## src/sv/gmb_pkg.sv

```systemverilog
// ----------------------------------------------------------------------------
// gmb_pkg - shared definitions for the grid maze backtracker step unit
// Grid limits, cell index layout, codes, and the controller/datapath structs.
// ----------------------------------------------------------------------------
package gmb_pkg;

  // Grid limits and cell index layout: index = {y, x}
  localparam int MAX_WIDTH  = 64;
  localparam int MAX_HEIGHT = 64;
  localparam int X_BITS     = $clog2(MAX_WIDTH);
  localparam int Y_BITS     = $clog2(MAX_HEIGHT);
  localparam int CELL_BITS  = X_BITS + Y_BITS;
  localparam int CELL_DEPTH = 1 << CELL_BITS;
  localparam int ROW_STEP   = 1 << X_BITS;
  localparam int CELL_COUNT = MAX_WIDTH * MAX_HEIGHT;
  localparam int STACK_BITS = $clog2(CELL_COUNT);
  localparam int COUNT_BITS = $clog2(CELL_COUNT + 1);

  // Field widths
  localparam int SIZE_BITS  = 7;
  localparam int COORD_BITS = 6;
  localparam int RND_BITS   = 32;
  localparam int CFG_IDX_BITS = 1;
  // Width for bound compares: holds any size limit plus one
  localparam int DIM_BITS   = 10;

  // Reciprocal of 3 for x mod 3 on 32-bit x: q = (x * RECIP3) >> 33
  localparam logic [RND_BITS-1:0] RECIP3 = 32'hAAAA_AAAB;

  // Configuration register indexes
  localparam logic [CFG_IDX_BITS-1:0] REG_GRID_WIDTH  = 1'b0;
  localparam logic [CFG_IDX_BITS-1:0] REG_GRID_HEIGHT = 1'b1;

  localparam logic [SIZE_BITS-1:0] GRID_WIDTH_RESET  = 7'd16;
  localparam logic [SIZE_BITS-1:0] GRID_HEIGHT_RESET = 7'd16;

  typedef enum logic [1:0] {
    DIR_NORTH = 2'd0,
    DIR_EAST  = 2'd1,
    DIR_SOUTH = 2'd2,
    DIR_WEST  = 2'd3
  } dir_t;

  typedef enum logic [1:0] {
    ACT_MOVED       = 2'd0,
    ACT_BACKTRACKED = 2'd1,
    ACT_FINISHED    = 2'd2,
    ACT_RESTARTED   = 2'd3
  } action_t;

  typedef enum logic [3:0] {
    ST_IDLE,
    ST_TOP,
    ST_MARK,
    ST_RD_E,
    ST_RD_S,
    ST_RD_W,
    ST_DECIDE,
    ST_EMPTY,
    ST_RESTART,
    ST_CLEAR
  } state_t;

  // Controller -> datapath commands
  typedef struct packed {
    logic take;         // latch the random value of the accepted word
    logic stack_rd;     // read the stack top
    logic mark;         // mark the current cell visited
    logic vis_rd;       // read a neighbor's visited bit
    dir_t rd_dir;       // neighbor being read
    logic cap;          // capture the visited bit read last cycle
    dir_t cap_dir;      // neighbor it belongs to
    logic decide;       // pop or push, load a move/backtrack result
    logic ld_finished;  // load the empty-stack result
    logic ld_restart;   // load the restart result, reset the stack
    logic clr_en;       // clear one visited entry
  } cmd_t;

  // Datapath -> controller status
  typedef struct packed {
    logic stack_empty;
    logic out_free;
    logic clr_done;
  } stat_t;

  typedef struct packed {
    logic [COORD_BITS-1:0] cell_x;
    logic [COORD_BITS-1:0] cell_y;
    action_t               action;
    dir_t                  wall_direction;
    logic                  random_used;
    logic                  more_work;
  } result_t;

endpackage

```

## src/sv/gmb_ctrl.sv

```systemverilog
// ----------------------------------------------------------------------------
// gmb_ctrl - step sequencer of the grid maze backtracker
// Walks a step through stack read, mark, four neighbor reads and decision;
// runs the visited-map clearing pass after reset and restart.
// ----------------------------------------------------------------------------
module gmb_ctrl (
  input  logic            clk,
  input  logic            rst,
  input  logic            item_valid,
  input  logic            item_kind,
  output logic            item_ready,
  input  gmb_pkg::stat_t  stat,
  output gmb_pkg::cmd_t   cmd
);

  gmb_pkg::state_t state, state_next;

  // State register; reset starts with the clearing pass
  always_ff @(posedge clk) begin
    if (rst) begin
      state <= gmb_pkg::ST_CLEAR;
    end else begin
      state <= state_next;
    end
  end

  // Next state
  always_comb begin
    state_next = state;
    case (state)
      gmb_pkg::ST_IDLE: begin
        if (item_valid) begin
          if (item_kind) begin
            state_next = gmb_pkg::ST_RESTART;
          end else if (stat.stack_empty) begin
            state_next = gmb_pkg::ST_EMPTY;
          end else begin
            state_next = gmb_pkg::ST_TOP;
          end
        end
      end
      gmb_pkg::ST_TOP:  state_next = gmb_pkg::ST_MARK;
      gmb_pkg::ST_MARK: state_next = gmb_pkg::ST_RD_E;
      gmb_pkg::ST_RD_E: state_next = gmb_pkg::ST_RD_S;
      gmb_pkg::ST_RD_S: state_next = gmb_pkg::ST_RD_W;
      gmb_pkg::ST_RD_W: state_next = gmb_pkg::ST_DECIDE;
      gmb_pkg::ST_DECIDE, gmb_pkg::ST_EMPTY: begin
        if (stat.out_free) begin
          state_next = gmb_pkg::ST_IDLE;
        end
      end
      gmb_pkg::ST_RESTART: begin
        if (stat.out_free) begin
          state_next = gmb_pkg::ST_CLEAR;
        end
      end
      gmb_pkg::ST_CLEAR: begin
        if (stat.clr_done) begin
          state_next = gmb_pkg::ST_IDLE;
        end
      end
      default: state_next = gmb_pkg::ST_IDLE;
    endcase
  end

  // Outputs
  always_comb begin
    cmd         = '0;
    cmd.rd_dir  = gmb_pkg::DIR_NORTH;
    cmd.cap_dir = gmb_pkg::DIR_NORTH;
    item_ready  = 1'b0;
    case (state)
      gmb_pkg::ST_IDLE: begin
        item_ready = 1'b1;
        cmd.take   = item_valid;
      end
      gmb_pkg::ST_TOP: begin
        cmd.stack_rd = 1'b1;
      end
      gmb_pkg::ST_MARK: begin
        cmd.mark   = 1'b1;
        cmd.vis_rd = 1'b1;
        cmd.rd_dir = gmb_pkg::DIR_NORTH;
      end
      gmb_pkg::ST_RD_E: begin
        cmd.vis_rd  = 1'b1;
        cmd.rd_dir  = gmb_pkg::DIR_EAST;
        cmd.cap     = 1'b1;
        cmd.cap_dir = gmb_pkg::DIR_NORTH;
      end
      gmb_pkg::ST_RD_S: begin
        cmd.vis_rd  = 1'b1;
        cmd.rd_dir  = gmb_pkg::DIR_SOUTH;
        cmd.cap     = 1'b1;
        cmd.cap_dir = gmb_pkg::DIR_EAST;
      end
      gmb_pkg::ST_RD_W: begin
        cmd.vis_rd  = 1'b1;
        cmd.rd_dir  = gmb_pkg::DIR_WEST;
        cmd.cap     = 1'b1;
        cmd.cap_dir = gmb_pkg::DIR_SOUTH;
      end
      gmb_pkg::ST_DECIDE: begin
        cmd.decide = stat.out_free;
      end
      gmb_pkg::ST_EMPTY: begin
        cmd.ld_finished = stat.out_free;
      end
      gmb_pkg::ST_RESTART: begin
        cmd.ld_restart = stat.out_free;
      end
      gmb_pkg::ST_CLEAR: begin
        cmd.clr_en = 1'b1;
      end
      default: begin
        item_ready = 1'b0;
      end
    endcase
  end

endmodule

```

## config.mk

```make
export PLATFORM = sky130hd
export DESIGN_NAME = gmb_ctrl
export DESIGN_NICKNAME = d
export VERILOG_FILES = /design/src/sv/gmb_pkg.sv /design/src/sv/gmb_ctrl.sv
export SDC_FILE = /design/constraint.sdc
export NUM_CORES = 1
export LEC_CHECK = 0
export ABC_AREA = 0
export ABC_CLOCK_PERIOD_IN_PS = 2500
export BUFFER_PORTS_ARGS = -buffer_cell sky130_fd_sc_hd__buf_2
export CAP_MARGIN = 40
export CORE_MARGIN = 4
export CORE_UTILIZATION = 30
export DETAILED_ROUTE_END_ITERATION = 7
export PLACE_DENSITY_LB_ADDON = 0.08
export SLEW_MARGIN = 20
export SYNTH_ARGS = -nofsm -noshare
export SYNTH_HDL_FRONTEND = slang
export SYNTH_SLANG_ARGS = --single-unit
```

## constraint.sdc

```tcl
create_clock -name clk -period 2.5 [get_ports clk]
set_clock_uncertainty 0.15 [all_clocks]
set_input_delay 0.5 -clock clk [delete_from_list [all_inputs] [get_ports clk]]
set_output_delay 0.5 -clock clk [all_outputs]
set_load 0.005 [all_outputs]
```

; Word level (Yosys, flattened, before mapping)
; Cells that the tools add are included.
[totals]
ff_bits = 4
[op_classes]
n_reduce_logical = 3
muxes = 17
eq_ne = 13
[ops]
columns = cell, count
row1 = 4-bit case mux with 9 select lines, 1
row2 = 4-bit 2-to-1 mux, 5
row3 = "4-bit by 3-bit == test with 1-bit output, second input constant", 4
row4 = 3-bit case mux with 4 select lines, 1
row5 = 3-bit case mux with 3 select lines, 1
row6 = "4-bit by 2-bit == test with 1-bit output, second input constant", 2
row7 = "4-bit == test, second input constant", 2
row8 = 1-bit 2-to-1 mux, 8
row9 = "2-bit != test, second input constant", 4
row10 = "4-bit by 1-bit == test with 1-bit output, second input constant", 1
row11 = 4-bit zero test, 1
row12 = 4-bit AND reduction, 1
row13 = 3-bit 2-to-1 mux, 1
row14 = 2-bit OR reduction, 1

; Logic depth before layout (Yosys ltp)
; Gate-level depths: netlist of run 1.
[logic_depth]
word_depth = 4
depth_mapped = 6
depth_no_buf = 4

; Worst setup path before layout of run 1
; Ideal clock, no wire load.
[synth_timing]
kind = register to output
startpoint = register state[2]
endpoint = output port cmd[12] (netlist bit)
stages_incl_launch_ff = 5
path_slack_ps = 691
arrival_ps = 1159
path_buffers = 2
t_required_ps = 1850
cell_sequence = dfxtp_1 buf_6 clkbuf_1 nor4_1 and2_1
[synth_rtl]
columns = element, line_no
row1 = "start, declared", gmb_ctrl.sv:16  ; gmb_pkg::state_t state, state_next;
row2 = "start signal, assigned", gmb_ctrl.sv:21  ; state <= gmb_pkg::ST_CLEAR;
row3 = "start signal, assigned", gmb_ctrl.sv:23  ; state <= state_next;
row4 = "end, declared", gmb_ctrl.sv:13  ; output gmb_pkg::cmd_t cmd

==> metrics.sh, run 1 <==
WORSTSETUPENDPOINTTYPE='primary output'
LARGEST_REG_FLOPS=4
SYNTH_XOR_AREA_SHARE_PCT=2.10
HTREE_NUM_LEVELS=1
OUTCOME='complete, no violations'
COMPLEX_GATE_FRACTION_OF_THE_SYNTHESIZED_AREA_PCT=25.5
CTS_RESIZED=0
DRTITER0DRC=11
INITIAL_ANTENNA_VIOLATION_COUNT=0
TRITONCTS_CLOCK_TREE='done'
CLOCK_TREE_SINKS=4
ARRIVAL_NS=1.63
FINAL_HOLD_VIOL_COUNT=0
MAX_CAP_VIOLATIONS=0
EFFECTIVE_UTILIZATION_AT_FLOORPLAN_PCT=32.0
IO-PIN-COUNT=21
SYNTH-SIMPLE-AREA-SHARE_PCT=41.1
GRT_MAX_DEGREE=19
DIE-AREA_UM2=2050
PRECTSSETUPSLACK_NS=0.492
CTS_BUFFER_DEPTH=2
GLOBALROUTEOVERFLOWTOTAL=0
SYN_AREA_UM2=417
WORST_IR_DROP_VDD_uV=415
STATIC-LEAKAGE-POWER_nW=0.245
CRITICAL_PATH_CLASS='register to primary output'
ROUTE.DETAILED.DRC=0
CRITICAL_PATH.STARTPOINT='state[1]$_SDFFE_PP0P_'
CRIT-REG2REG-LAUNCH='state[1]$_SDFFE_PP0P_'
VIAS_IN_THE_FIRST_GLOBAL_ROUTE=432
SYNTH.YOSYS.SEQ_AREA_SHARE_PCT=19.2
FIN_HOLD_WS_NS=0.411
CRIT_SLOWEST_CELL='dfxtp_1'
DIEWIDTH_UM=45.3
LAYOUT.CELL_AREA.NON_FILLER_UM2=526
SYNTH_TOP_FAMILY_BY_AREA='simple AND/OR/NAND/NOR gates'
N_FILL_CELL=157
FINAL.SETUP.WORST_SLACK_NS=0.225
SLEW_HEADROOM_PCT=62.9
ROUTE.DETAILED.VIAS_PER_INST=5.24
GLOBALPLACE.CONGESTION=0.737
POWER-PER-CELL-AREA_nW_PER_UM2=786
FLOW.AREA_GROWTH_FROM_SYNTHESIS_PCT=26.1
WORSTHOLDPATHTYPE='primary input to register'
PORT-BUFFER-COUNT=20
CP.REQUIRED_NS=1.85
CRITICAL-PATH-MAX-STAGE-DELAY_NS=0.61
FINAL_LAYOUT_SIZE_SUFFIX_GT1_SHARE_PCT=31.3
CP-START-KIND='register'
POST_CTS_HOLD_BUFFER_COUNT=0
SYNTH_CELLS=63
ROW_COUNT=13
SYNTH-WARNING-COUNT=0
WORST_SLEW_PIN_SLEW_NS=0.556
FIN_CRIT_NS=2.28
INSERTEDDIODECOUNT=0
PLACEABLECOREAREA_UM2=1300
LARGEST_REGISTER='state'
PLACE_AREA_UM2=503
PLACED_CELLS_INCL_TAPS=92
CTS_ROOT_BUF='clkbuf_4'
FINALNETCOUNT=89
REPORT.FINAL.SETUP_VIOL=0
FINAL_COMMON_CELL='buf_2'
MOSTFREQUENTLAYOUTCELLS='buf_2, nor2_1, o21ai_0, a21oi_1, dfxtp_1'
CLOCK_INSERTION_DELAY_WORST_SKEW_NS=0.23
POSTSYNTHREGISTERBITS=4
DETAILEDPLACEMENTHPWL_UM=835
WIRE_PER_INST_UM=12.1
GRT_USE_TOTAL_PCT=12.6
ANTENNA_LEFT=0
WL_MM=1.15
SYN-NUM-NETS=70
FINAL.SETUP.TNS_NS=0
WORST-PATH-MAX-FANOUT=14
POST_CTS.REPAIR.SETUP_BUFFERS=0
GRT_FIRST_PASS_WIRELENGTH_MM=1.95
CRITICAL_PATH.CELL_CHAIN='clkinv_1 > a21oi_1 > nor2_1 > buf_2'
SYNTH.AREA.MUX_SHARE_PCT=2.40
FINAL_MAX_SLEW_VIOL_COUNT=0
CTS_BUFFERS=3
FIRSTDRTPASSITERS=4
VIAS=498
DIE-HEIGHT_UM=45.3
MAX_FREQ_MHz=440
POST-ROUTE-PERIOD-UTIL_PCT=91.0
SYNTH.LIB_CELLS_USED.DISTINCT=27
RSZ_0062_RAISED_AFTER_GLOBAL_ROUTING='no'
LAYOUTNONFILLERINSTCOUNT=95
YOSYS.AREA_SHARE.ADDER_PCT=0
SYN-MEAN-INSTANCE-AREA_UM2=6.61
PATH_CLK_SLEW_NS=0.04
LAYOUT_TOP_REGISTERS='state (4)'
TIMING.HOLD.WORST.START='rst'
-- per-layer routing --
layer  track usage (%)  wire length, µm  part of all wire (%)
met1              18.4              585                    51
met2              18.4              496                    43
met3              5.18               64                   5.6
met4                 0                0                     0
met5                 0                0                     0
-- kinds of logic (layout without fill, tap and decap cells) --
| kind of cell | after synthesis | count (layout) |
|---|---|---|
| buffers and inverters | 8 | 25 |
| flip-flops | 4 | 4 |
| AO/OA/AOI/OAI | 18 | 18 |
| multiplexers | 1 | 1 |
| AND/OR/NAND/NOR | 31 | 31 |
| XOR/XNOR | 1 | 1 |
-- worst paths after layout --
path	to	slack, ns	cells past startpoint
hold reg to reg	state[0]$_SDFFE_PP1P_	0.60	2
hold / removal	state[3]$_SDFFE_PP1P_	0.41	3
setup reg to reg	state[2]$_SDFFE_PP0P_	0.58	3
setup / recovery	cmd[6]	0.22	4
-- per-stage QoR --
stage	util (%)	power, W
final	40.4	0.000413
after global routing	40.4	0.000457
after detailed placement	38.7	0.000340
after floorplan	-	0.000286
after global placement	38.7	0.000343
after CTS	40.4	0.000419
-- report_power, final --
group | switching, W | internal (W) | leakage [nW]
sequential | 0.0000724 | 0.0000819 | 0.0330
combinational | 0.0000817 | 0.000101 | 0.199
clock | 0.0000230 | 0.0000534 | 0.0138
total | 0.000177 | 0.000236 | 0.245
-- Yosys cell counts --
cell	n	share of area (%)
xnor2_1	1	2.1
nor2_1	9	8.1
nand2b_1	2	3.0
and3_1	2	3.0
or3_1	1	1.5
a2111o_1	1	2.7
nor4_1	3	4.5
a21oi_2	1	2.1
or4_1	1	1.8
clkbuf_1	3	2.7
o2111ai_1	1	2.1
inv_1	1	0.90
or4b_4	1	3.3
mux2i_1	1	2.4
a31oi_1	2	3.0
buf_6	1	2.7
nand3b_1	2	3.6
a21oi_1	6	7.2
and2b_1	1	1.8
nand2_1	3	2.7
nor3_1	3	3.6
o21ai_0	7	8.4
clkinv_1	1	0.90
and2_1	2	3.0
nand3_1	1	1.2
dfxtp_1	4	19
buf_2	2	2.4
-- worst max-delay path, delay by kind of cell, from the launching register on --
family | cells | cell delay (ns)
and+or+nand+nor | 1 | 0.05
DFF | 1 | 0.61
buffers and inverters | 2 | 0.52
AOI/OAI and AO/OA | 1 | 0.22
-- cell type report --
type | count | area, µm² | area share [%]
timing repair buffer | 20 | 100 | 19.0
multi-input combinational | 51 | 297 | 56.4
clock buffer | 3 | 22.5 | 4.29
inverter | 2 | 7.51 | 1.43
sequential | 4 | 80.1 | 15.2
tap | 15 | 18.8 | 3.57
(Power assumes the default switching activity.)
==> run 2: changes to the inputs <==
--- a/config.mk
+++ b/config.mk
@@ -5,13 +5,13 @@
 export SDC_FILE = /design/constraint.sdc
 export NUM_CORES = 1
 export LEC_CHECK = 0
-export ABC_AREA = 0
-export ABC_CLOCK_PERIOD_IN_PS = 2500
+export ABC_AREA = 1
+export ABC_CLOCK_PERIOD_IN_PS = 2400
 export BUFFER_PORTS_ARGS = -buffer_cell sky130_fd_sc_hd__buf_2
 export CAP_MARGIN = 40
-export CORE_MARGIN = 4
-export CORE_UTILIZATION = 30
+export CORE_AREA = 4 4 41 43
 export DETAILED_ROUTE_END_ITERATION = 7
+export DIE_AREA = 0 0 45 47
 export PLACE_DENSITY_LB_ADDON = 0.08
 export SLEW_MARGIN = 20
 export SYNTH_ARGS = -nofsm -noshare
==> constraint.sdc (replaced) <==
create_clock -name clk -period 2.4 [get_ports clk]
set_clock_uncertainty 0.15 [all_clocks]
set_input_delay 0.48 -clock clk [delete_from_list [all_inputs] [get_ports clk]]
set_output_delay 0.48 -clock clk [all_outputs]
set_load 0.005 [all_outputs]
==> run 2 against run 1 <==
Compared with the run above:
- worst hold slack worse by 0.13 ns
- utilization is 1.2 points lower
- final cell count is 11% higher
==> metrics.sh, run 2 <==
VIAS=480
DIEWIDTH_UM=45
CLOCK_TREE_SINKS=4
SYNTH-ASYNC-RESET-RATIO_PCT=0
STATIC-LEAKAGE-POWER_nW=0.353
CRITICAL_PATH.CELL_CHAIN='inv_1 > nor4_1 > buf_2'
SYNTH_TOP_FAMILY_BY_AREA='simple AND/OR/NAND/NOR gates'
MOSTFREQUENTLAYOUTCELLS='buf_2, nand2_1, inv_1, nand3_1, nor2_1'
YOSYS.CELL_COUNT.TOP_TYPE='nand2_1'
P_COMB_SHARE_PCT=59.6
TRITONCTS_CLOCK_TREE='done'
FINAL.SETUP.WORST_SLACK_NS=0.468
ROUTE.DETAILED.DRC=0
CRITICAL-PATH-MAX-STAGE-DELAY_NS=0.50
PLACEABLECOREAREA_UM2=1300
CTS_RESIZED=0
TOTAL_POWER_W=0.000531
LAYOUT.CELL_AREA.NON_FILLER_UM2=510
WORST_IR_DROP_VDD_uV=358
DETAILEDPLACEMENTHPWL_UM=910
WL_MM=1.05
SYNTH_TOP_AREA_SHARE_PCT=21.3
CTS_ROOT_BUF='clkbuf_4'
IO-PIN-COUNT=21
CLOCK_INSERTION_DELAY_WORST_SKEW_NS=0.23
GLOBALROUTEOVERFLOWTOTAL=0
WORST-PATH-MAX-FANOUT=8
LAYOUT_TOP_REGISTERS='state (4)'
DRTITER0DRC=7
SYNTH.AREA.MUX_SHARE_PCT=0
LARGEST_REG_FLOPS=4
INSERTEDDIODECOUNT=0
EDFF_COUNT_SYNTH=0
INITIAL_ANTENNA_VIOLATION_COUNT=0
ROW_COUNT=13
WIRE_PER_INST_UM=10.0
GRT_FIRST_PASS_WIRELENGTH_MM=1.74
CTS_BUFFER_DEPTH=2
FINAL_MAX_SLEW_VIOL_COUNT=0
OUTCOME='complete, no violations'
SYNTH-WARNING-COUNT=0
WORSTSETUPENDPOINTTYPE='primary output'
FINAL_COMMON_CELL='buf_2'
VIAS_IN_THE_FIRST_GLOBAL_ROUTE=413
POST_CTS.REPAIR.SETUP_BUFFERS=0
YOSYS-TOP-CELLS-COUNT='nand2_1, inv_1, nand3_1'
DIE-HEIGHT_UM=47
CRIT-REG2REG-LAUNCH='state[3]$_SDFFE_PP1P_'
CRITICAL_PATH.STARTPOINT='state[1]$_SDFFE_PP0P_'
COMPLEX_GATE_FRACTION_OF_THE_SYNTHESIZED_AREA_PCT=7.97
POWER.NET_SWITCHING_W=0.000262
ROUTE.DETAILED.VIAS_PER_INST=4.57
PRECTSSETUPSLACK_NS=0.710
FINAL.SETUP.TNS_NS=0
CRITICAL_PATH_CLASS='register to primary output'
SYN-MEAN-INSTANCE-AREA_UM2=5.54
MAX_CAP_VIOLATIONS=0
HTREE_NUM_LEVELS=1
PORT-BUFFER-COUNT=20
FINAL_HOLD_VIOL_COUNT=0
FINAL_LAYOUT_SIZE_SUFFIX_GT1_SHARE_PCT=32.2
YOSYS_MOST_USED_DFF='dfxtp_1'
POST-ROUTE-PERIOD-UTIL_PCT=80.5
GRT_USE_TOTAL_PCT=11.1
SYNTH.AREA.TOP_CELLS='dfxtp_1, nand2_1, nand3_1'
ARRIVAL_NS=1.30
SYNTH.LIB_CELLS_USED.DISTINCT=15
SYN_AREA_UM2=377
POWER.SHARE.SWITCHING_PCT=49.3
INTERNAL_W=0.000269
FINALNETCOUNT=99
GLOBALPLACE.CONGESTION=0.832
CP.REQUIRED_NS=1.77
RSZ_0062_RAISED_AFTER_GLOBAL_ROUTING='no'
SYNTH_CELLS=68
SYNTHDOMINANTAREACELLTYPE='dfxtp_1'
GRT_MAX_DEGREE=9
SYNTH_XOR_AREA_SHARE_PCT=0
FIN_CRIT_NS=1.93
EFFECTIVE_UTILIZATION_AT_FLOORPLAN_PCT=28.9
WORSTHOLDPATHTYPE='primary input to register'
PWR-SHARE-CLK_PCT=15.2
CTS_BUFFERS=3
CP-START-KIND='register'
CRIT_SLOWEST_CELL='dfxtp_1'
ANTENNA_LEFT=0
FLOW.AREA_GROWTH_FROM_SYNTHESIS_PCT=35.5
FIN_HOLD_WS_NS=0.280
YOSYS.AREA_SHARE.ADDER_PCT=0
POST_CTS_HOLD_BUFFER_COUNT=0
PLACE_AREA_UM2=488
LARGEST_REGISTER='state'
TIMING.HOLD.WORST.START='rst'
SYNTH-SIMPLE-AREA-SHARE_PCT=54.8
POSTSYNTHREGISTERBITS=4
REPORT.FINAL.SETUP_VIOL=0
SLEW_HEADROOM_PCT=78.0
FIRSTDRTPASSITERS=4
POWER-PER-CELL-AREA_nW_PER_UM2=1040
SYNTH.YOSYS.SEQ_AREA_SHARE_PCT=21.3
DIE-AREA_UM2=2120
WORST_SLEW_PIN_SLEW_NS=0.330
POWER.SHARE.SEQUENTIAL_PCT=25.2
PATH_CLK_SLEW_NS=0.04
SYN-NUM-NETS=75
MAX_FREQ_MHz=518
run 2: changes by cell type after synthesis, moves of 3 or more:
cell | previous run | this run
nand3_1 | 1 | 11
nor3_1 | 3 | 0
a21oi_1 | 6 | 3
o21ai_0 | 7 | 3
inv_1 | 1 | 13
clkbuf_1 | 3 | 0
nor2_1 | 9 | 5
nand2_1 | 3 | 17
nor2_2 | 0 | 3
run 2: metal layers:
layer	share of wire, %	up-vias	GRT usage (%)
li1	-	262	-
met1	46	200	14.6
met2	44	18	18.4
met3	9.6	0	4.60
met4	0	0	0
met5	0	-	0
run 2: cells by family (layout without fill, tap and decap cells):
kind of cell,count (synthesis),in the layout
AO/OA/AOI/OAI,6,6
AND/OR/NAND/NOR,43,43
buffers and inverters,15,37
flip-flops,4,4
run 2: final timing paths:
path | end | slack (ns) | cells past startpoint
setup reg to reg | state[0]$_SDFFE_PP1P_ | 0.96 | 7
hold reg to reg | state[3]$_SDFFE_PP1P_ | 0.36 | 2
setup / recovery | cmd[2] | 0.47 | 3
hold / removal | state[1]$_SDFFE_PP0P_ | 0.28 | 2
run 2: stage by stage:
step | cells | utilization (%)
2_1_floorplan | 68 | -
3_3_place_gp | 102 | 37.5
3_5_place_dp | 102 | 37.5
4_1_cts | 105 | 39.2
5_1_grt | 105 | 39.2
6_report | 105 | 39.2
run 2: power groups by stage:
stage	Sequential [W]	Clock, W	Combinational [W]
after floorplan	0.000116	0	0.000243
after global placement	0.000136	0	0.000328
after detailed placement	0.000136	0	0.000318
after CTS	0.000135	0.0000862	0.000319
after global routing	0.000138	0.0000940	0.000364
final	0.000134	0.0000807	0.000316
run 2: critical path: cells and delay by family, from the launching register on:
family | cells | cell delay (ns)
buffers and inverters | 2 | 0.28
DFF | 1 | 0.50
and+or+nand+nor | 1 | 0.28
run 2: cell type report:
class	count	area [µm²]
Tap cell	15	18.8
Fill cell	165	791
Multi-Input combinational cell	49	236
Clock buffer	3	22.5
Timing Repair Buffer	20	100
Sequential cell	4	80.1
Inverter	14	52.6
==> run 3: changes to the inputs <==
--- a/config.mk
+++ b/config.mk
@@ -5,13 +5,13 @@
 export SDC_FILE = /design/constraint.sdc
 export NUM_CORES = 1
 export LEC_CHECK = 0
-export ABC_AREA = 1
-export ABC_CLOCK_PERIOD_IN_PS = 2400
+export ABC_AREA = 0
+export ABC_CLOCK_PERIOD_IN_PS = 1900
 export BUFFER_PORTS_ARGS = -buffer_cell sky130_fd_sc_hd__buf_2
 export CAP_MARGIN = 40
-export CORE_AREA = 4 4 41 43
+export CORE_MARGIN = 4
+export CORE_UTILIZATION = 30
 export DETAILED_ROUTE_END_ITERATION = 7
-export DIE_AREA = 0 0 45 47
 export PLACE_DENSITY_LB_ADDON = 0.08
 export SLEW_MARGIN = 20
 export SYNTH_ARGS = -nofsm -noshare
==> constraint.sdc (replaced) <==
create_clock -name clk -period 1.9 [get_ports clk]
set_clock_uncertainty 0.15 [all_clocks]
set_input_delay 0.38 -clock clk [delete_from_list [all_inputs] [get_ports clk]]
set_output_delay 0.38 -clock clk [all_outputs]
set_load 0.005 [all_outputs]
==> run 3 against run 2 <==
Compared with the run above:
- sequential share of layout area shrank 0.80 points
- worst setup slack got worse by 0.35 ns
- critical path depth unchanged
- utilization grew 4.0 points
- final area rose by 10%
- worst hold slack improved by 0.0098 ns
- clock power increased by 29%
- die area is 3.1% lower
- register-to-register slack got worse by 0.61 ns
- count of clock-buffer cells in the layout did not move
- critical path type unchanged
- critical endpoint is now cmd[1]
- largest cell class unchanged
==> metrics.sh, run 3 (synthesis gave the netlist of run 1 again) <==
ROUTE.DETAILED.VIAS_PER_INST=5.24
IO-PIN-COUNT=21
N_FILL_CELL=154
FINAL.SETUP.TNS_NS=0
POST-ROUTE-PERIOD-UTIL_PCT=93.9
FLOW.AREA_GROWTH_FROM_SYNTHESIS_PCT=35.1
PORT-BUFFER-COUNT=20
CP.REQUIRED_NS=1.37
CP-START-KIND='register'
CRIT-REG2REG-CAPTURE='state[0]$_SDFFE_PP1P_'
WORST_IR_DROP_VDD_uV=409
DIE-HEIGHT_UM=45.3
ROW_COUNT=13
TIMING.HOLD.WORST.START='rst'
WORSTREGTOREGCELLS=4
WL_MM=1.22
VIAS=519
FINAL_HOLD_VIOL_COUNT=0
INTERNAL_W=0.000354
CRITICAL_PATH.CELL_CHAIN='and2b_1 > and3_1 > buf_2'
WORSTSETUPENDPOINTTYPE='primary output'
GRT_USE_TOTAL_PCT=13.2
GRT_FIRST_PASS_WIRELENGTH_MM=2.05
CLOCK_TREE_SINKS=4
FINAL_LAYOUT_SIZE_SUFFIX_GT1_SHARE_PCT=39.3
DIEWIDTH_UM=45.3
POWER.NET_SWITCHING_W=0.000249
CTS_BUFFERS=3
ANTENNA_LEFT=0
FINAL_MAX_SLEW_VIOL_COUNT=0
ROUTE.DETAILED.DRC=0
WORST-PATH-MAX-FANOUT=17
TRITONCTS_CLOCK_TREE='done'
STATIC-LEAKAGE-POWER_nW=0.265
CTS_BUFFER_DEPTH=2
LAYOUTNONFILLERINSTCOUNT=99
WORST_SLEW_PIN_SLEW_NS=0.281
LAYOUT_TOP_REGISTERS='state (4)'
PLACEABLECOREAREA_UM2=1300
FIN_CRIT_NS=1.78
CP_NUM_BUF_INV=1
FIRSTDRTPASSITERS=4
RSZ_0062_RAISED_AFTER_GLOBAL_ROUTING='no'
GLOBALROUTEOVERFLOWTOTAL=0
PWR-SHARE-CLK_PCT=17.2
CRITICAL_PATH_CLASS='register to primary output'
HOLD-PATH-ENDPOINT='state[3]$_SDFFE_PP1P_'
DETAILEDPLACEMENTHPWL_UM=944
CRIT-REG2REG-LAUNCH='state[2]$_SDFFE_PP0P_'
INSERTEDDIODECOUNT=0
LARGEST_REG_FLOPS=4
ARRIVAL_NS=1.25
OUTCOME='complete, no violations'
MAX_CAP_VIOLATIONS=0
GLOBALPLACE.CONGESTION=0.815
FINALNETCOUNT=93
PATH_CLK_SLEW_NS=0.04
LARGEST_REGISTER='state'
FINAL.SETUP.WORST_SLACK_NS=0.116
HTREE_NUM_LEVELS=1
FINAL_COMMON_CELL='buf_2'
INITIAL_ANTENNA_VIOLATION_COUNT=0
CTS_ROOT_BUF='clkbuf_4'
EFFECTIVE_UTILIZATION_AT_FLOORPLAN_PCT=32.0
CP_TOP_FAMILY='flip-flops'
FIN_HOLD_WS_NS=0.289
MIN_DELAY_PATH_DEPTH=3
CLOCK_INSERTION_DELAY_WORST_SKEW_NS=0.23
FF2FF_SETUP_SLACK_NS=0.35
MOSTFREQUENTLAYOUTCELLS='buf_2, nor2_1, o21ai_0, a21oi_1, buf_4'
DRTITER0DRC=7
PRECTSSETUPSLACK_NS=0.188
MAX_FREQ_MHz=561
WIRE_PER_INST_UM=12.3
REPORT.FINAL.SETUP_VIOL=0
POWER-PER-CELL-AREA_nW_PER_UM2=1070
POWER.SHARE.SWITCHING_PCT=41.4
VIAS_IN_THE_FIRST_GLOBAL_ROUTE=496
PLACED_CELLS_INCL_TAPS=96
POST_CTS_HOLD_BUFFER_COUNT=0
POWER.SHARE.SEQUENTIAL_PCT=27.9
POST_CTS.REPAIR.SETUP_BUFFERS=0
CRIT_SLOWEST_CELL='dfxtp_2'
WORSTHOLDPATHTYPE='primary input to register'
P_COMB_SHARE_PCT=54.9
SLEW_HEADROOM_PCT=81.1
GRT_MAX_DEGREE=18
DIE-AREA_UM2=2050
CRITICAL-PATH-MAX-STAGE-DELAY_NS=0.49
-- run 3: cell types whose count changed in the layout (fill, tap and decap cells not counted), moves of 3 or more --
cell     previous run  this run
nor2_1              5         9
nor2_2              3         0
o21ai_0             3         7
nand2_1            17         3
buf_4               0         4
nand3_1            11         1
a21oi_1             3         6
dfxtp_2             0         3
dfxtp_1             4         1
nor3_1              0         3
inv_1              13         1
-- run 3: worst max path at each step --
stage	from	slack [ns]	to	cells after the start
final	state[2]$_SDFFE_PP0P_	0.12	cmd[1]	3
after global routing	state[2]$_SDFFE_PP0P_	0.04	cmd[12]	3
after CTS	state[0]$_SDFFE_PP1P_	0.03	cmd[6]	5
after detailed placement	state[2]$_SDFFE_PP0P_	0.19	cmd[1]	3
after global placement	state[2]$_SDFFE_PP0P_	0.20	cmd[1]	3
after floorplan	state[2]$_SDFFE_PP0P_	0.21	cmd[12]	4
-- run 3: power groups by stage --
stage	Combinational, W	Clock [W]	Sequential (W)
floorplan	0.000253	0	0.000123
detailed placement	0.000333	0	0.000163
global placement	0.000335	0	0.000166
global route	0.000373	0.000114	0.000174
CTS	0.000334	0.000109	0.000162
finish	0.000331	0.000104	0.000168
-- run 3: per-layer routing --
| layer | wire, µm | up-vias | GRT usage, % |
|---|---|---|---|
| li1 | - | 271 | - |
| met1 | 558 | 235 | 16.2 |
| met2 | 574 | 13 | 22.3 |
| met3 | 84 | 0 | 5.18 |
| met4 | 0 | 0 | 1.75 |
| met5 | 0 | - | 0 |
-- run 3: metrics by stage --
stage / power (W) / area [µm²] / utilization (%)
6_report: 0.000603 / 563 / 43.3
5_1_grt: 0.000661 / 563 / 43.3
4_1_cts: 0.000605 / 557 / 42.8
3_5_place_dp: 0.000496 / 533 / 41.0
3_3_place_gp: 0.000501 / 533 / 41.0
2_1_floorplan: 0.000376 / 417 / -
-- run 3: worst min-delay path, delay by kind of cell --
kind / cells / cell delay [ns]
buffers and inverters: 1 / 0.13
AO/OA/AOI/OAI: 2 / 0.12
-- run 3: cell type report --
class,count,area (µm²),share of cell area (%)
Multi-Input combinational cell,51,297,52.7
Clock buffer,3,22.5,4.00
Inverter,2,11.3,2.00
Sequential cell,4,83.8,14.9
Tap cell,15,18.8,3.33
Timing Repair Buffer,24,130,23.1
-- run 3: repair_timing --
item,in CTS,in global routing
gates cloned,0,0
resized for setup,1,3
setup endpoints to repair,3,3
